==> src/sv/cmnu_pkg.sv <==
`timescale 1ns / 1ps
package cmnu_pkg;

    localparam int MAX_VERTICES_DEF = 64;
    localparam int IDX_W            = 6;
    localparam int CNT_W            = 7;
    localparam int ACT_W            = 2;
    localparam int COST_W           = 32;
    localparam int MASK_W           = 64;
    localparam int IN_DATA_W        = 112;
    localparam int OUT_DATA_W       = 40;
    localparam int APB_ADDR_W       = 3;
    localparam int APB_DATA_W       = 32;

    localparam logic [CNT_W-1:0]  VCOUNT_RESET = 7'd64;
    localparam logic [COST_W-1:0] INT_MAX      = 32'h7FFF_FFFF;

    typedef enum logic [ACT_W-1:0] {
        ACT_WRITE = 2'd0,
        ACT_READ  = 2'd1,
        ACT_QUERY = 2'd2,
        ACT_NONE  = 2'd3
    } t_action;

    localparam logic [0:0] REG_VERTEX_COUNT = 1'b0;

    typedef struct packed {
        logic load;      // item accepted
        logic scan;      // issue one row read of the query
        logic cap_read;  // read data is ready for the result
        logic load_out;  // move result into the output register
    } t_dp_cmd;

    typedef struct packed {
        logic in_read;
        logic in_query;
        logic in_err;
        logic scan_end;
    } t_dp_status;

endpackage

==> src/sv/cmnu_ctrl.sv <==
`timescale 1ns / 1ps
module cmnu_ctrl (
    input  logic                i_clk,
    input  logic                i_rst_n,
    input  logic                i_s_tvalid,
    output logic                o_s_tready,
    output logic                o_m_tvalid,
    input  logic                i_m_tready,
    input  cmnu_pkg::t_dp_status i_status,
    output cmnu_pkg::t_dp_cmd   o_cmd
);

    typedef enum logic [4:0] {
        S_IDLE  = 5'b00001,
        S_READ  = 5'b00010,
        S_SCAN  = 5'b00100,
        S_DRAIN = 5'b01000,
        S_FIN   = 5'b10000
    } t_state;

    t_state r_state, n_state;
    logic   r_out_valid, n_out_valid;
    logic   accept, out_free;

    assign o_s_tready = (r_state == S_IDLE);
    assign accept     = i_s_tvalid && o_s_tready;
    assign out_free   = !r_out_valid || i_m_tready;
    assign o_m_tvalid = r_out_valid;

    always_comb begin
        n_state        = r_state;
        o_cmd          = '0;
        o_cmd.load     = accept;
        unique case (r_state)
            S_IDLE: begin
                if (accept) begin
                    if (i_status.in_err) begin
                        n_state = S_FIN;
                    end else if (i_status.in_read) begin
                        n_state = S_READ;
                    end else if (i_status.in_query) begin
                        n_state = S_SCAN;
                    end else begin
                        n_state = S_FIN;
                    end
                end
            end
            S_READ: begin
                o_cmd.cap_read = 1'b1;
                n_state        = S_FIN;
            end
            S_SCAN: begin
                if (i_status.scan_end) begin
                    n_state = S_DRAIN;
                end else begin
                    o_cmd.scan = 1'b1;
                end
            end
            S_DRAIN: begin
                n_state = S_FIN;
            end
            S_FIN: begin
                if (out_free) begin
                    o_cmd.load_out = 1'b1;
                    n_state        = S_IDLE;
                end
            end
            default: n_state = S_IDLE;
        endcase
    end

    always_comb begin
        n_out_valid = r_out_valid;
        if (o_cmd.load_out) begin
            n_out_valid = 1'b1;
        end else if (i_m_tready) begin
            n_out_valid = 1'b0;
        end
    end

    always_ff @(posedge i_clk) begin
        if (!i_rst_n) begin
            r_state     <= S_IDLE;
            r_out_valid <= 1'b0;
        end else begin
            r_state     <= n_state;
            r_out_valid <= n_out_valid;
        end
    end

endmodule

==> config.mk <==
export PLATFORM = sky130hd
export DESIGN_NAME = cmnu_ctrl
export DESIGN_NICKNAME = d
export VERILOG_FILES = /design/src/sv/cmnu_pkg.sv /design/src/sv/cmnu_ctrl.sv
export SDC_FILE = /design/constraint.sdc
export NUM_CORES = 1
export LEC_CHECK = 0
export BUFFER_PORTS_ARGS = -buffer_cell sky130_fd_sc_hd__buf_2
export CORE_AREA = 2 2 39 41
export DETAILED_ROUTE_END_ITERATION = 10
export DIE_AREA = 0 0 41 43
export PLACE_DENSITY_LB_ADDON = 0.3
export SLEW_MARGIN = 20
export SYNTH_ARGS = -nofsm -noshare
export SYNTH_HDL_FRONTEND = slang
export SYNTH_SLANG_ARGS = --single-unit
==> constraint.sdc <==
create_clock -name i_clk -period 1.5 [get_ports i_clk]
set_input_delay 0.075 -clock i_clk [delete_from_list [all_inputs] [get_ports i_clk]]
set_output_delay 0.075 -clock i_clk [all_outputs]
set_load 0.005 [all_outputs]
==> reports/metrics.cfg <==
[clock_tree]
cts_made_buffers=3
cts_root_buffer=clkbuf_4
clock_latency_ns=0.23
cts.sinks=6
cts_tree=done
clock_path_buffers=2
hold_buffers=0
path_clk_slew_ns=0.04
htreeDepth=1

[route]
drc=0
routed_wl_um=824
vias=377
antenna_left=0
drt-pass1-iter-count=4
via_per_inst=5.03
wire_per_inst_um=11.0
drtIter0Drc=6

[layout]
final_cells=75
final_cell_mix=buf_2, nor2_1, dfxtp_1
area_growth_pct=27.9
insertedDiodeCount=0
nets=69
drive_above_1_share=0.390
final_common_cell=buf_2

[setup_path]
r2r_slack_ns=0.28
r2r_end=r_state[4]
arrival_ns=1.29
worstPathCellList=nor4b_4 > nand2_2 > nor2_1 > buf_2
worstSetupPathType=flop to output port
endpoint_kind=output port
rr_worst_depth=3
path_max_fanout=4
cp-start-kind=flop
crit_slowest_cell=nor4b_4
rr_startpoint=r_state[3]
max_stage_delay_ns=0.37
required_ns=1.42

[grt]
grt_usage=0.124
grt.overflow.total=0
grt_antenna_before_repair=0
grt_max_degree=7
grt_pass1_vias=349
grt_pass1_wl_um=1420

[worst_hold_path]
min_path_cells=2
worstHoldStart=i_status[1]
min_path_type=primary input to flop
holdPathEnd=r_state[1]

[sta]
max_freq_mhz=732
worst_pin_slew_ns=0.331
finClkSkew_ns=0.000797
rsz0062_at_grt=yes
fin_crit_sh=0.911
setup-violations-final=0
period_needed_ns=1.37
finalMaxSlewViolations=0
finalHoldViolCount=0
relSlewSlack=0.776
fin_ws_ns=0.134

[synth]
syn-mean-instance-area_sq_um=8.56
synth-seq-area-share=0.319
yosys_warnings=0
ys_types=23
ys_ff_latch=6
netlist_area_sq_um=377
syn-num-nets=52
postSynthCellCount=44

[place]
place_ws_ns=0.254
dp_cells=71
dp_hpwl_um=676
place_congestion=0.706
portBuffers=13

[job]
max-cap-violations=0

[floorplan]
core_sq_um=1380
io_pins=14
fp.dieArea_sq_um=1760
die_x_um=41
start_util=0.272
die_h_um=43
rows=14

[pwr]
power.density_nw_per_um2=879
power_leakage_uw=0.000219
irDropWorstVdd_v=0.000214

[run_status]
outcome=complete, no violations

## metrics by stage
step | cell area, sq um | TNS (ns) | hold slack [ns] | util | total power [uW]
after global placement | 447 | 0 | 0.283 | 0.323 | 284
after CTS | 472 | 0 | 0.0270 | 0.341 | 429
final | 482 | 0 | 0.0409 | 0.348 | 424
after detailed placement | 447 | 0 | 0.279 | 0.323 | 285
after global routing | 482 | -0.0305 | 0.0286 | 0.348 | 460
after floorplan | 377 | 0 | 0.150 | - | 253
## synth_stat cells
cell type  n  area share
nand4_1    1       0.017
nor3b_1    2       0.040
inv_1      4       0.040
dfxtp_1    6        0.32
o211ai_1   1       0.020
nand2b_1   1       0.017
o21a_1     1       0.020
nor4b_4    2        0.13
nand3b_1   1       0.020
and3_1     1       0.017
o311ai_1   1       0.023
a31o_2     1       0.023
and4_2     1       0.027
nor2_1     8       0.080
nand2_1    3       0.030
buf_4      2       0.040
nor2b_1    2       0.033
nor4_1     1       0.017
a41o_1     1       0.027
a31oi_1    1       0.017
nand3_1    1       0.013
o21ai_0    1       0.013
a311oi_1   1       0.023
## registers in the layout, indices dropped and copies added (netlist names)
signal and flops:
o_m_tvalid 1, r_state 5
## routing by layer
layer | part of all wire | wire length (um) | GRT usage | vias up
li1 | - | - | - | 192
met1 | 0.48 | 393 | 0.165 | 171
met2 | 0.45 | 369 | 0.159 | 12
met3 | 0.057 | 47 | 0.0157 | 2
met4 | 0.017 | 14 | 0.120 | 0
met5 | 0 | 0 | 0 | -
## how the worst max path moves through the flow
| stage | start | to | slack (ns) | depth (start not counted) |
|---|---|---|---|---|
| finish | r_state[3] | o_cmd[3] | 0.13 | 4 |
| global placement | r_state[3] | o_cmd[2] | 0.26 | 3 |
| detailed placement | r_state[3] | o_cmd[2] | 0.25 | 3 |
| global route | r_state[3] | o_cmd[3] | -0.03 | 4 |
| floorplan | r_state[3] | r_state[4] | 0.41 | 3 |
| CTS | r_state[2] | o_cmd[2] | 0.07 | 3 |
## layout make-up
class                           count  area [sq um]
Inverter                            4          15.0
Fill cell                         152           902
Clock buffer                        3          22.5
Multi-Input combinational cell     32           231
Timing Repair Buffer               14          72.6
Sequential cell                     6           120
Tap cell                           16          20.0
## power by group
part / leakage, uW / switching [uW] / total (uW) / internal, uW
clock: 0.0000138 / 48.5 / 138 / 89.8
sequential: 0.0000489 / 12.9 / 183 / 170
combinational: 0.000157 / 52.1 / 102 / 50.0
## critical path: cells and delay by family, from the launching register on
kind	cells	cell delay, ns
AND/OR/NAND/NOR	3	0.59
flip-flops	1	0.36
buffers and inverters	1	0.11
## logic make-up (layout without fill, tap and decap cells)
logic type / Yosys count / after routing / synth area share
compound gates: 8 / 8 / 0.166
buf+inv: 6 / 21 / 0.0797
flops: 6 / 6 / 0.319
simple gates: 24 / 24 / 0.435
## what timing repair did
item                       in CTS  in global routing
buffers inserted                0                  1
setup endpoints to repair       1                  3
resized for setup               1                  1
Note: power is estimated with default switching activity, not from simulation.
